File: config.mk
export PLATFORM = sky130hd
export DESIGN_NAME = multimode_state_variable_filter
export DESIGN_NICKNAME = d
export VERILOG_FILES = /design/src/hdl/msvf_pkg.sv /design/src/hdl/msvf_regs.sv /design/src/hdl/msvf_ctrl.sv /design/src/hdl/msvf_dp.sv /design/src/hdl/multimode_state_variable_filter.sv
export SDC_FILE = /design/constraint.sdc
export NUM_CORES = 2
export LEC_CHECK = 0
export BUFFER_PORTS_ARGS = -buffer_cell sky130_fd_sc_hd__buf_4
export CAP_MARGIN = 30
export CORE_MARGIN = 5
export CORE_UTILIZATION = 60
export CTS_CLUSTER_SIZE = 20
export DETAILED_ROUTE_END_ITERATION = 10
export GPL_TIMING_DRIVEN = 1
export PLACE_DENSITY = 0.79
export SYNTH_ARGS = -nofsm -noshare
export SYNTH_HDL_FRONTEND = slang
export SYNTH_HIERARCHICAL = 1
export SYNTH_SLANG_ARGS = --single-unit
File: constraint.sdc
create_clock -name clk -period 27.1 [get_ports clk]
set_input_delay 0 -clock clk [delete_from_list [all_inputs] [get_ports clk]]
set_output_delay 0 -clock clk [all_outputs]
set_load 0.01 [all_outputs]
File: src/hdl/msvf_pkg.sv
`timescale 1ns / 1ps
// ----------------------------------------------------------------------------
// msvf_pkg
// Shared constants, register and command codes, and types for the multimode
// state variable filter.
// ----------------------------------------------------------------------------
package msvf_pkg;

	// default datapath sizing
	localparam int SAMPLE_WIDTH_DEF     = 24;
	localparam int STATE_GUARD_BITS_DEF = 8;

	// register file geometry
	localparam int COEF_WIDTH     = 32;
	localparam int DAMP_WIDTH     = 31;
	localparam int MODE_WIDTH     = 3;
	localparam int CFG_IDX_WIDTH  = 3;
	localparam int CFG_DATA_WIDTH = 32;

	// fraction bits of the coefficient formats
	localparam int COEF_FRAC = 31;
	localparam int DAMP_FRAC = 24;

	// register indexes
	localparam logic [CFG_IDX_WIDTH-1:0] REG_A1   = 3'd0;
	localparam logic [CFG_IDX_WIDTH-1:0] REG_A2   = 3'd1;
	localparam logic [CFG_IDX_WIDTH-1:0] REG_A3   = 3'd2;
	localparam logic [CFG_IDX_WIDTH-1:0] REG_DAMP = 3'd3;
	localparam logic [CFG_IDX_WIDTH-1:0] REG_MODE = 3'd4;

	// register reset values
	localparam logic [COEF_WIDTH-1:0] A1_RST   = 32'h8000_0000;
	localparam logic [COEF_WIDTH-1:0] A2_RST   = 32'h0;
	localparam logic [COEF_WIDTH-1:0] A3_RST   = 32'h0;
	localparam logic [DAMP_WIDTH-1:0] DAMP_RST = 31'd23726566;
	localparam logic [MODE_WIDTH-1:0] MODE_RST = 3'd0;

	// filter modes
	localparam logic [MODE_WIDTH-1:0] MODE_LOW   = 3'd0;
	localparam logic [MODE_WIDTH-1:0] MODE_BAND  = 3'd1;
	localparam logic [MODE_WIDTH-1:0] MODE_HIGH  = 3'd2;
	localparam logic [MODE_WIDTH-1:0] MODE_NOTCH = 3'd3;
	localparam logic [MODE_WIDTH-1:0] MODE_PEAK  = 3'd4;

	// multiply sequence steps
	localparam logic [2:0] PH_NONE = 3'd0;
	localparam logic [2:0] PH_LOAD = 3'd1;
	localparam logic [2:0] PH_LO   = 3'd2;
	localparam logic [2:0] PH_HI   = 3'd3;
	localparam logic [2:0] PH_SUM  = 3'd4;
	localparam logic [2:0] PH_ACC  = 3'd5;

	// products, in issue order
	localparam logic [2:0] PR_S1A1 = 3'd0;
	localparam logic [2:0] PR_V3A2 = 3'd1;
	localparam logic [2:0] PR_S1A2 = 3'd2;
	localparam logic [2:0] PR_V3A3 = 3'd3;
	localparam logic [2:0] PR_V1K  = 3'd4;

	typedef struct packed {
		logic [COEF_WIDTH-1:0] a1;
		logic [COEF_WIDTH-1:0] a2;
		logic [COEF_WIDTH-1:0] a3;
		logic [DAMP_WIDTH-1:0] damp;
		logic [MODE_WIDTH-1:0] mode;
	} cfg_t;

	typedef struct packed {
		logic       start;   // sample beat accepted
		logic [2:0] phase;   // multiply step
		logic [2:0] prod;    // product in flight
		logic       update;  // integrator and mode result update
		logic       emit;    // load output register
	} cmd_t;

endpackage

File: src/hdl/msvf_regs.sv
`timescale 1ns / 1ps
// ----------------------------------------------------------------------------
// msvf_regs
// Coefficient, damping and mode registers behind a plain write port.
// ----------------------------------------------------------------------------
module msvf_regs (
	input  logic                                 clk,
	input  logic                                 arst_n,
	input  logic                                 cfg_we,
	input  logic [msvf_pkg::CFG_IDX_WIDTH-1:0]   cfg_index,
	input  logic [msvf_pkg::CFG_DATA_WIDTH-1:0]  cfg_data,
	output msvf_pkg::cfg_t                       cfg
);
	import msvf_pkg::*;

	cfg_t cfg_q;

	// register writes; unknown indexes are dropped
	always_ff @(posedge clk or negedge arst_n) begin
		if (!arst_n) begin
			cfg_q.a1   <= A1_RST;
			cfg_q.a2   <= A2_RST;
			cfg_q.a3   <= A3_RST;
			cfg_q.damp <= DAMP_RST;
			cfg_q.mode <= MODE_RST;
		end else if (cfg_we) begin
			unique case (cfg_index)
				REG_A1:   cfg_q.a1   <= cfg_data[COEF_WIDTH-1:0];
				REG_A2:   cfg_q.a2   <= cfg_data[COEF_WIDTH-1:0];
				REG_A3:   cfg_q.a3   <= cfg_data[COEF_WIDTH-1:0];
				REG_DAMP: cfg_q.damp <= cfg_data[DAMP_WIDTH-1:0];
				REG_MODE: cfg_q.mode <= cfg_data[MODE_WIDTH-1:0];
				default: begin
				end
			endcase
		end
	end

	assign cfg = cfg_q;

endmodule

File: src/hdl/msvf_ctrl.sv
`timescale 1ns / 1ps
// ----------------------------------------------------------------------------
// msvf_ctrl
// Sequencer: walks the five products through the shared multiplier, then the
// integrator update and the output register handoff.
// ----------------------------------------------------------------------------
module msvf_ctrl (
	input  logic           clk,
	input  logic           arst_n,
	input  logic           in_valid,
	output logic           in_stall,
	output logic           out_valid,
	input  logic           out_stall,
	output msvf_pkg::cmd_t cmd
);
	import msvf_pkg::*;

	localparam logic [1:0] ST_IDLE = 2'd0;
	localparam logic [1:0] ST_MUL  = 2'd1;
	localparam logic [1:0] ST_UPD  = 2'd2;
	localparam logic [1:0] ST_DONE = 2'd3;

	logic [1:0] state_q;
	logic [2:0] ph_q;
	logic [2:0] pr_q;
	logic       out_valid_q;
	logic       accept;
	logic       emit;

	assign accept = (state_q == ST_IDLE) && in_valid;
	// output register is free, or its beat leaves this cycle
	assign emit   = (state_q == ST_DONE) && (!out_valid_q || !out_stall);

	// command word
	always_comb begin
		cmd.start  = accept;
		cmd.phase  = (state_q == ST_MUL) ? ph_q : PH_NONE;
		cmd.prod   = pr_q;
		cmd.update = (state_q == ST_UPD);
		cmd.emit   = emit;
	end

	// sequencer
	always_ff @(posedge clk or negedge arst_n) begin
		if (!arst_n) begin
			state_q <= ST_IDLE;
			ph_q    <= PH_LOAD;
			pr_q    <= PR_S1A1;
		end else begin
			unique case (state_q)
				ST_IDLE: begin
					if (accept) begin
						state_q <= ST_MUL;
						ph_q    <= PH_LOAD;
						pr_q    <= PR_S1A1;
					end
				end
				ST_MUL: begin
					unique case (ph_q)
						PH_LOAD: ph_q <= PH_LO;
						PH_LO:   ph_q <= PH_HI;
						PH_HI:   ph_q <= PH_SUM;
						PH_SUM:  ph_q <= PH_ACC;
						default: begin
							ph_q <= PH_LOAD;
							if (pr_q == PR_V1K) begin
								state_q <= ST_UPD;
							end else begin
								pr_q <= pr_q + 3'd1;
							end
						end
					endcase
				end
				ST_UPD: state_q <= ST_DONE;
				default: begin
					if (emit) begin
						state_q <= ST_IDLE;
					end
				end
			endcase
		end
	end

	// output valid flag
	always_ff @(posedge clk or negedge arst_n) begin
		if (!arst_n) begin
			out_valid_q <= 1'b0;
		end else if (emit) begin
			out_valid_q <= 1'b1;
		end else if (!out_stall) begin
			out_valid_q <= 1'b0;
		end
	end

	assign in_stall  = (state_q != ST_IDLE);
	assign out_valid = out_valid_q;

endmodule

File: src/hdl/msvf_dp.sv
`timescale 1ns / 1ps
// ----------------------------------------------------------------------------
// msvf_dp
// Filter datapath: integrator states, shared half-width multiplier with
// round-to-nearest accumulate, integrator saturation and mode output.
// ----------------------------------------------------------------------------
module msvf_dp #(
	parameter int SAMPLE_WIDTH     = msvf_pkg::SAMPLE_WIDTH_DEF,
	parameter int STATE_GUARD_BITS = msvf_pkg::STATE_GUARD_BITS_DEF
) (
	input  logic                           clk,
	input  logic                           arst_n,
	input  msvf_pkg::cfg_t                 cfg,
	input  msvf_pkg::cmd_t                 cmd,
	input  logic signed [SAMPLE_WIDTH-1:0] sample_in,
	output logic signed [SAMPLE_WIDTH-1:0] sample_out
);
	import msvf_pkg::*;

	localparam int STW = SAMPLE_WIDTH + STATE_GUARD_BITS; // integrator width
	localparam int VW  = STW + 3;                         // v1, v2 operand width
	localparam int CW  = (VW + 1) / 2;                    // multiplier chunk width
	localparam int PW  = CW + COEF_WIDTH;                 // chunk product width
	localparam int FW  = 2 * CW + COEF_WIDTH + 1;         // full product plus round
	localparam int RW  = VW + 7;                          // accumulator width (k < 128)
	localparam int TW  = RW + 2;                          // update and mode width

	localparam logic signed [TW-1:0] I_MAX = {{(TW - STW + 1){1'b0}}, {(STW - 1){1'b1}}};
	localparam logic signed [TW-1:0] I_MIN = ~I_MAX;
	localparam logic signed [TW-1:0] O_MAX =
		{{(TW - SAMPLE_WIDTH + 1){1'b0}}, {(SAMPLE_WIDTH - 1){1'b1}}};
	localparam logic signed [TW-1:0] O_MIN = ~O_MAX;

	logic signed [SAMPLE_WIDTH-1:0] x_q;
	logic signed [STW-1:0]          s1_q;
	logic signed [STW-1:0]          s2_q;
	logic signed [STW:0]            v3_q;
	logic signed [RW-1:0]           v1_q;
	logic signed [RW-1:0]           v2_q;
	logic signed [RW-1:0]           kv_q;
	logic [2*CW-1:0]                mag_q;
	logic                           neg_q;
	logic [COEF_WIDTH-1:0]          coef_q;
	logic [PW-1:0]                  prod_q;
	logic [FW-1:0]                  full_q;
	logic signed [TW-1:0]           y_q;
	logic signed [SAMPLE_WIDTH-1:0] out_q;

	logic [VW-1:0]         op;
	logic [COEF_WIDTH-1:0] coef;
	logic                  is_damp;
	logic [VW-1:0]         mag_c;
	logic [CW-1:0]         chunk;
	logic [PW-1:0]         prod_c;
	logic [FW-1:0]         half;
	logic [FW-1:0]         shr;
	logic [RW-1:0]         rmag;
	logic signed [RW-1:0]  addend;
	logic signed [TW-1:0]  t1;
	logic signed [TW-1:0]  t2;
	logic signed [TW-1:0]  i1_sat;
	logic signed [TW-1:0]  i2_sat;
	logic signed [TW-1:0]  xe;
	logic signed [TW-1:0]  kve;
	logic signed [TW-1:0]  v1e;
	logic signed [TW-1:0]  v2e;
	logic signed [TW-1:0]  y_c;
	logic signed [TW-1:0]  o_sat;

	// operand and coefficient for the product in flight
	always_comb begin
		unique case (cmd.prod)
			PR_S1A1: begin
				op   = VW'(s1_q);
				coef = cfg.a1;
			end
			PR_V3A2: begin
				op   = VW'(v3_q);
				coef = cfg.a2;
			end
			PR_S1A2: begin
				op   = VW'(s1_q);
				coef = cfg.a2;
			end
			PR_V3A3: begin
				op   = VW'(v3_q);
				coef = cfg.a3;
			end
			PR_V1K: begin
				op   = v1_q[VW-1:0];
				coef = COEF_WIDTH'(cfg.damp);
			end
			default: begin
				op   = '0;
				coef = '0;
			end
		endcase
	end

	assign is_damp = (cmd.prod == PR_V1K);
	assign mag_c   = op[VW-1] ? (~op + 1'b1) : op;

	// one chunk of the magnitude times the coefficient
	assign chunk  = (cmd.phase == PH_LO) ? mag_q[CW-1:0] : mag_q[2*CW-1:CW];
	assign prod_c = PW'(chunk) * PW'(coef_q);

	// round half up on the magnitude, then restore the sign
	assign half   = is_damp ? (FW'(1) << (DAMP_FRAC - 1)) : (FW'(1) << (COEF_FRAC - 1));
	assign shr    = is_damp ? (full_q >> DAMP_FRAC) : (full_q >> COEF_FRAC);
	assign rmag   = shr[RW-1:0];
	assign addend = (rmag ^ {RW{neg_q}}) + RW'(neg_q);

	// trapezoidal state update with saturation
	assign t1     = (TW'(v1_q) <<< 1) - TW'(s1_q);
	assign t2     = (TW'(v2_q) <<< 1) - TW'(s2_q);
	assign i1_sat = (t1 > I_MAX) ? I_MAX : ((t1 < I_MIN) ? I_MIN : t1);
	assign i2_sat = (t2 > I_MAX) ? I_MAX : ((t2 < I_MIN) ? I_MIN : t2);

	// mode mix
	assign xe  = TW'(x_q);
	assign kve = TW'(kv_q);
	assign v1e = TW'(v1_q);
	assign v2e = TW'(v2_q);

	always_comb begin
		unique case (cfg.mode)
			MODE_LOW:   y_c = v2e;
			MODE_BAND:  y_c = v1e;
			MODE_HIGH:  y_c = xe - kve - v2e;
			MODE_NOTCH: y_c = xe - kve;
			MODE_PEAK:  y_c = xe - kve - (v2e <<< 1);
			default:    y_c = '0;
		endcase
	end

	assign o_sat = (y_q > O_MAX) ? O_MAX : ((y_q < O_MIN) ? O_MIN : y_q);

	// integrator states
	always_ff @(posedge clk or negedge arst_n) begin
		if (!arst_n) begin
			s1_q <= '0;
			s2_q <= '0;
		end else if (cmd.update) begin
			s1_q <= i1_sat[STW-1:0];
			s2_q <= i2_sat[STW-1:0];
		end
	end

	// working registers
	always_ff @(posedge clk) begin
		if (cmd.start) begin
			x_q  <= sample_in;
			v3_q <= (STW + 1)'(sample_in) - (STW + 1)'(s2_q);
			v1_q <= '0;
			v2_q <= RW'(s2_q);
			kv_q <= '0;
		end
		unique case (cmd.phase)
			PH_LOAD: begin
				mag_q  <= (2 * CW)'(mag_c);
				neg_q  <= op[VW-1];
				coef_q <= coef;
			end
			PH_LO: prod_q <= prod_c;
			PH_HI: begin
				full_q <= FW'(prod_q) + half;
				prod_q <= prod_c;
			end
			PH_SUM: full_q <= full_q + (FW'(prod_q) << CW);
			PH_ACC: begin
				unique case (cmd.prod)
					PR_S1A1, PR_V3A2: v1_q <= v1_q + addend;
					PR_S1A2, PR_V3A3: v2_q <= v2_q + addend;
					default:          kv_q <= kv_q + addend;
				endcase
			end
			default: begin
			end
		endcase
		if (cmd.update) begin
			y_q <= y_c;
		end
		if (cmd.emit) begin
			out_q <= o_sat[SAMPLE_WIDTH-1:0];
		end
	end

	assign sample_out = out_q;

endmodule

File: src/hdl/multimode_state_variable_filter.sv
`timescale 1ns / 1ps
// ----------------------------------------------------------------------------
// multimode_state_variable_filter
// Trapezoidal two-integrator state variable filter with lowpass, bandpass,
// highpass, notch and peak outputs, fixed-point coefficients from software.
//
//   channel  | handshake            | payload
//   ---------+----------------------+---------------------------------
//   config   | cfg_we               | cfg_index, cfg_data
//   input    | in_valid / in_stall  | sample_in  (signed Q1.23)
//   output   | out_valid / out_stall| sample_out (signed Q1.23, sat.)
//
// Each sample runs through the accept beat, five products of five steps
// each on one shared multiplier (operand split into two halves), one state
// update step and one step into the output register.
// Reset clears both integrators and loads the default coefficients.
// A waiting result sits in the output register; the next sample is worked
// out meanwhile and holds in its last step until that beat is taken.
// ----------------------------------------------------------------------------
module multimode_state_variable_filter #(
	parameter int SAMPLE_WIDTH     = msvf_pkg::SAMPLE_WIDTH_DEF,
	parameter int STATE_GUARD_BITS = msvf_pkg::STATE_GUARD_BITS_DEF
) (
	input  logic                                clk,
	input  logic                                arst_n,
	input  logic                                cfg_we,
	input  logic [msvf_pkg::CFG_IDX_WIDTH-1:0]  cfg_index,
	input  logic [msvf_pkg::CFG_DATA_WIDTH-1:0] cfg_data,
	input  logic                                in_valid,
	output logic                                in_stall,
	input  logic signed [SAMPLE_WIDTH-1:0]      sample_in,
	output logic                                out_valid,
	input  logic                                out_stall,
	output logic signed [SAMPLE_WIDTH-1:0]      sample_out
);
	import msvf_pkg::*;

	cfg_t cfg;
	cmd_t cmd;

	// configuration registers
	msvf_regs u_regs (
		.clk       (clk),
		.arst_n    (arst_n),
		.cfg_we    (cfg_we),
		.cfg_index (cfg_index),
		.cfg_data  (cfg_data),
		.cfg       (cfg)
	);

	// sequencer
	msvf_ctrl u_ctrl (
		.clk       (clk),
		.arst_n    (arst_n),
		.in_valid  (in_valid),
		.in_stall  (in_stall),
		.out_valid (out_valid),
		.out_stall (out_stall),
		.cmd       (cmd)
	);

	// datapath
	msvf_dp #(
		.SAMPLE_WIDTH     (SAMPLE_WIDTH),
		.STATE_GUARD_BITS (STATE_GUARD_BITS)
	) u_dp (
		.clk        (clk),
		.arst_n     (arst_n),
		.cfg        (cfg),
		.cmd        (cmd),
		.sample_in  (sample_in),
		.sample_out (sample_out)
	);

endmodule
==> metrics <==
status finished with violations; failing checks negative hold slack; Placed Area 0.07045 mm²; fin area 0.07385 mm²; DR pass1 iterations 8; Worst-Margin Slew 1093 ps; MaxCap Viol Count 0; Mapped Nets 8,869; share of post-route cells with drive strength above 1 7.143%; Routed Antenna Nets 0; Hold Vio Cnt, Final 1; Min Clock Period, post-route 10,860 ps; Slowest-stage cell, CP mux2_2; routability cong. 0.9751; GR Util met3 6.514%; Sink Count 623; PortBufs 89; element type at the critical path end flip-flop; maximum clock frequency 92.10 MHz; CP arrival 11,290 ps; # H-tree levels 3; top cell type's share of synthesized area 14.27%; CTS tree yes; Post-Syn Instances 7,764; via count 58,400; Ports 90; GRT met1 Usage 45.97%; crit path max fanout 51; Post-Syn Area 0.06873 mm²; post-synth top area cell fa_1; CTS max path bufs 3; sequential cell area 0.01646 mm²; worst hold path class primary input to async pin; met2 usage 50.34%; Post-synth EDFFs 294; CP Data Required Time 27,530 ps; Area Overhead vs Synth 7.447%; Residual DRC 0; slew margin rel. 27.15%; worst setup path category flip-flop to flip-flop; placed cell count 9,090; Final setup violation count 0; # rows 124; Synth top cells by count nand2_1 (855), inv_1 (847), a21oi_1 (560); antenna violations before repair 4; CP startpoint kind flip-flop; first-pass GRT wire length 316,500 µm; Synth async-reset ratio 32.58%; pin count of the biggest net entering global routing 118; RSZ-0062 raised after global routing no; post-synth cell types 118; Max stage delay on crit path 750 ps; GRT Total Usage 32.61%; setup bufs post-CTS 0; clock latency on the worst-skew pair 680 ps; Multi-input gate area 0.04780 mm²; hold_ws -5.382 ps; Mapped Avg Cell Area 8.853 µm²; clock skew 58.47 ps; GR peak layer met2; Remaining Overflow, GRT 0; YS warnings 6; ys flop type edfxtp_1; CTS root buf clkbuf_16; vias per inst 6.281; Detailed Place HPWL 154,300 µm; Seq cells post-synth 623; starting density of the core 60.27%; final wirelength 203,900 µm; core box area 0.1140 mm²; most frequent cell after synthesis nand2_1; CP dominant cell by count inv_1; filler cell count 9,183; register area share after synthesis 23.93%; chip width 348.5 µm; fin util 64.76%; Setup TNS Final 0 ps; nets@finish 8,825; DIE AREA 0.1214 mm²; post-cts resize count 0; Slew Viols, Final 0; crit share post-route 40.06%; via count of the first global-routing pass 56,550; Post-Layout Cell Count 9,297; leading post-synthesis cells by cell area fa_1 (14%), edfxtp_1 (13%), ha_1 (10%), dfrtp_1 (6.9%), nand2_1 (4.7%); Initial DRC Count 6,619; CTS clk-pin slew, worst paths 60 ps; routed len/inst 21.93 µm; TritonCTS buffer count 76; Die Y 348.5 µm
[metrics by stage]
| step | hold WS [ps] | setup slack, ps |
|---|---|---|
| after floorplan | -295.6 | 16130 |
| after global placement | 113.8 | 16650 |
| after detailed placement | 112.8 | 16340 |
| after CTS | 13.78 | 16300 |
| after global routing | 45.15 | 15630 |
| final | -5.382 | 16240 |
[timing repair]
action	4_1_cts	5_1_grt
endpoints found under the hold margin	300	0
setup endpoints to repair	0	0
hold buffers	60	0
[logic make-up (layout without fill, tap and decap cells)]
| logic type | after synthesis | count (layout) | synth area share (%) |
|---|---|---|---|
| buffers and inverters | 1178 | 1198 | 6.710 |
| and+or+nand+nor | 2141 | 2141 | 15.03 |
| adders and majority gates | 1041 | 1041 | 24.30 |
| AOI/OAI and AO/OA | 1894 | 1894 | 17.53 |
| DFF | 623 | 623 | 23.93 |
| muxes | 363 | 363 | 5.727 |
| other | 0 | 1 | 0 |
| xor gates and xnor gates | 524 | 524 | 6.770 |
[layout by cell type (no fill, tap or decap), types with 66 or more instances in the layout]
master     instances
a21oi_1          560
clkbuf_16         77
inv_1            846
nor2b_1           69
dfrtp_1          183
edfxtp_1         294
mux2_2           173
buf_4            140
nand2b_1          80
a211oi_1          87
mux2i_1          171
xnor2_1          332
a21o_1           288
and3_1            78
dfxtp_1          126
nor2_1           399
fa_1             490
ha_1             550
o21ai_0          418
nand4_1           66
nand3_1          104
nand2_1          853
xor2_1           186
and2_1           229
[cell type report]
type,instances,area share [%]
diodes,1,0.003388
clock buffers,93,2.745
clock inverters,49,0.9132
inverters,849,4.332
multi-input cells,5963,64.72
flip-flops and latches,623,22.29
well taps,1512,2.562
repair buffers,207,2.429
[sequential cells by signal, indices dropped and copies added (netlist names)]
name,flops
u_dp/s2_q,32
u_dp/v2_q,42
u_dp/sample_out,24
u_ctrl/state_q,2
u_dp/full_q,51
u_dp/neg_q,1
u_ctrl/pr_q,3
u_ctrl/out_valid,1
u_ctrl/ph_q,3
u_dp/v3_q,33
u_dp/mag_q,35
u_regs/cfg,130
u_dp/v1_q,42
u_dp/coef_q,32
u_dp/y_q,44
u_dp/s1_q,32
u_dp/kv_q,42
u_dp/prod_q,50
u_dp/x_q,24
[final timing paths]
path,end,depth (start not counted),slack (ps),from
worst max-delay path,u_dp/prod_q[49],32,16240,u_ctrl/state_q[1]
worst min-delay path,u_regs/cfg[79],2,-5,arst_n
worst max register to register,u_dp/prod_q[49],32,16240,u_ctrl/state_q[1]
worst min register to register,u_regs/cfg[60],1,490,u_regs/cfg[60]
max in group asynchronous,u_ctrl/pr_q[2],4,24930,arst_n
min in group clk,u_regs/cfg[2],3,60,cfg_index[0]
[worst max-delay path: cells and delay by family, from the launching register on]
kind	cells	cell delay, ps
AOI/OAI and AO/OA	8	2570
muxes	1	750
and+or+nand+nor	5	1550
buffers and inverters	9	1520
DFF	1	440
adders and majority gates	8	3640
xor gates and xnor gates	1	80
[per-layer routing]
metal / vias up / share of wire [%]
met5: - / 0.013
li1: 26720 / -
met1: 28380 / 42
met2: 2793 / 44
met3: 503 / 9.8
met4: 4 / 4.0
Power is left out: the tool's default activity adds up to more than one toggle a clock period on the data nets, which glitch-free logic cannot reach.
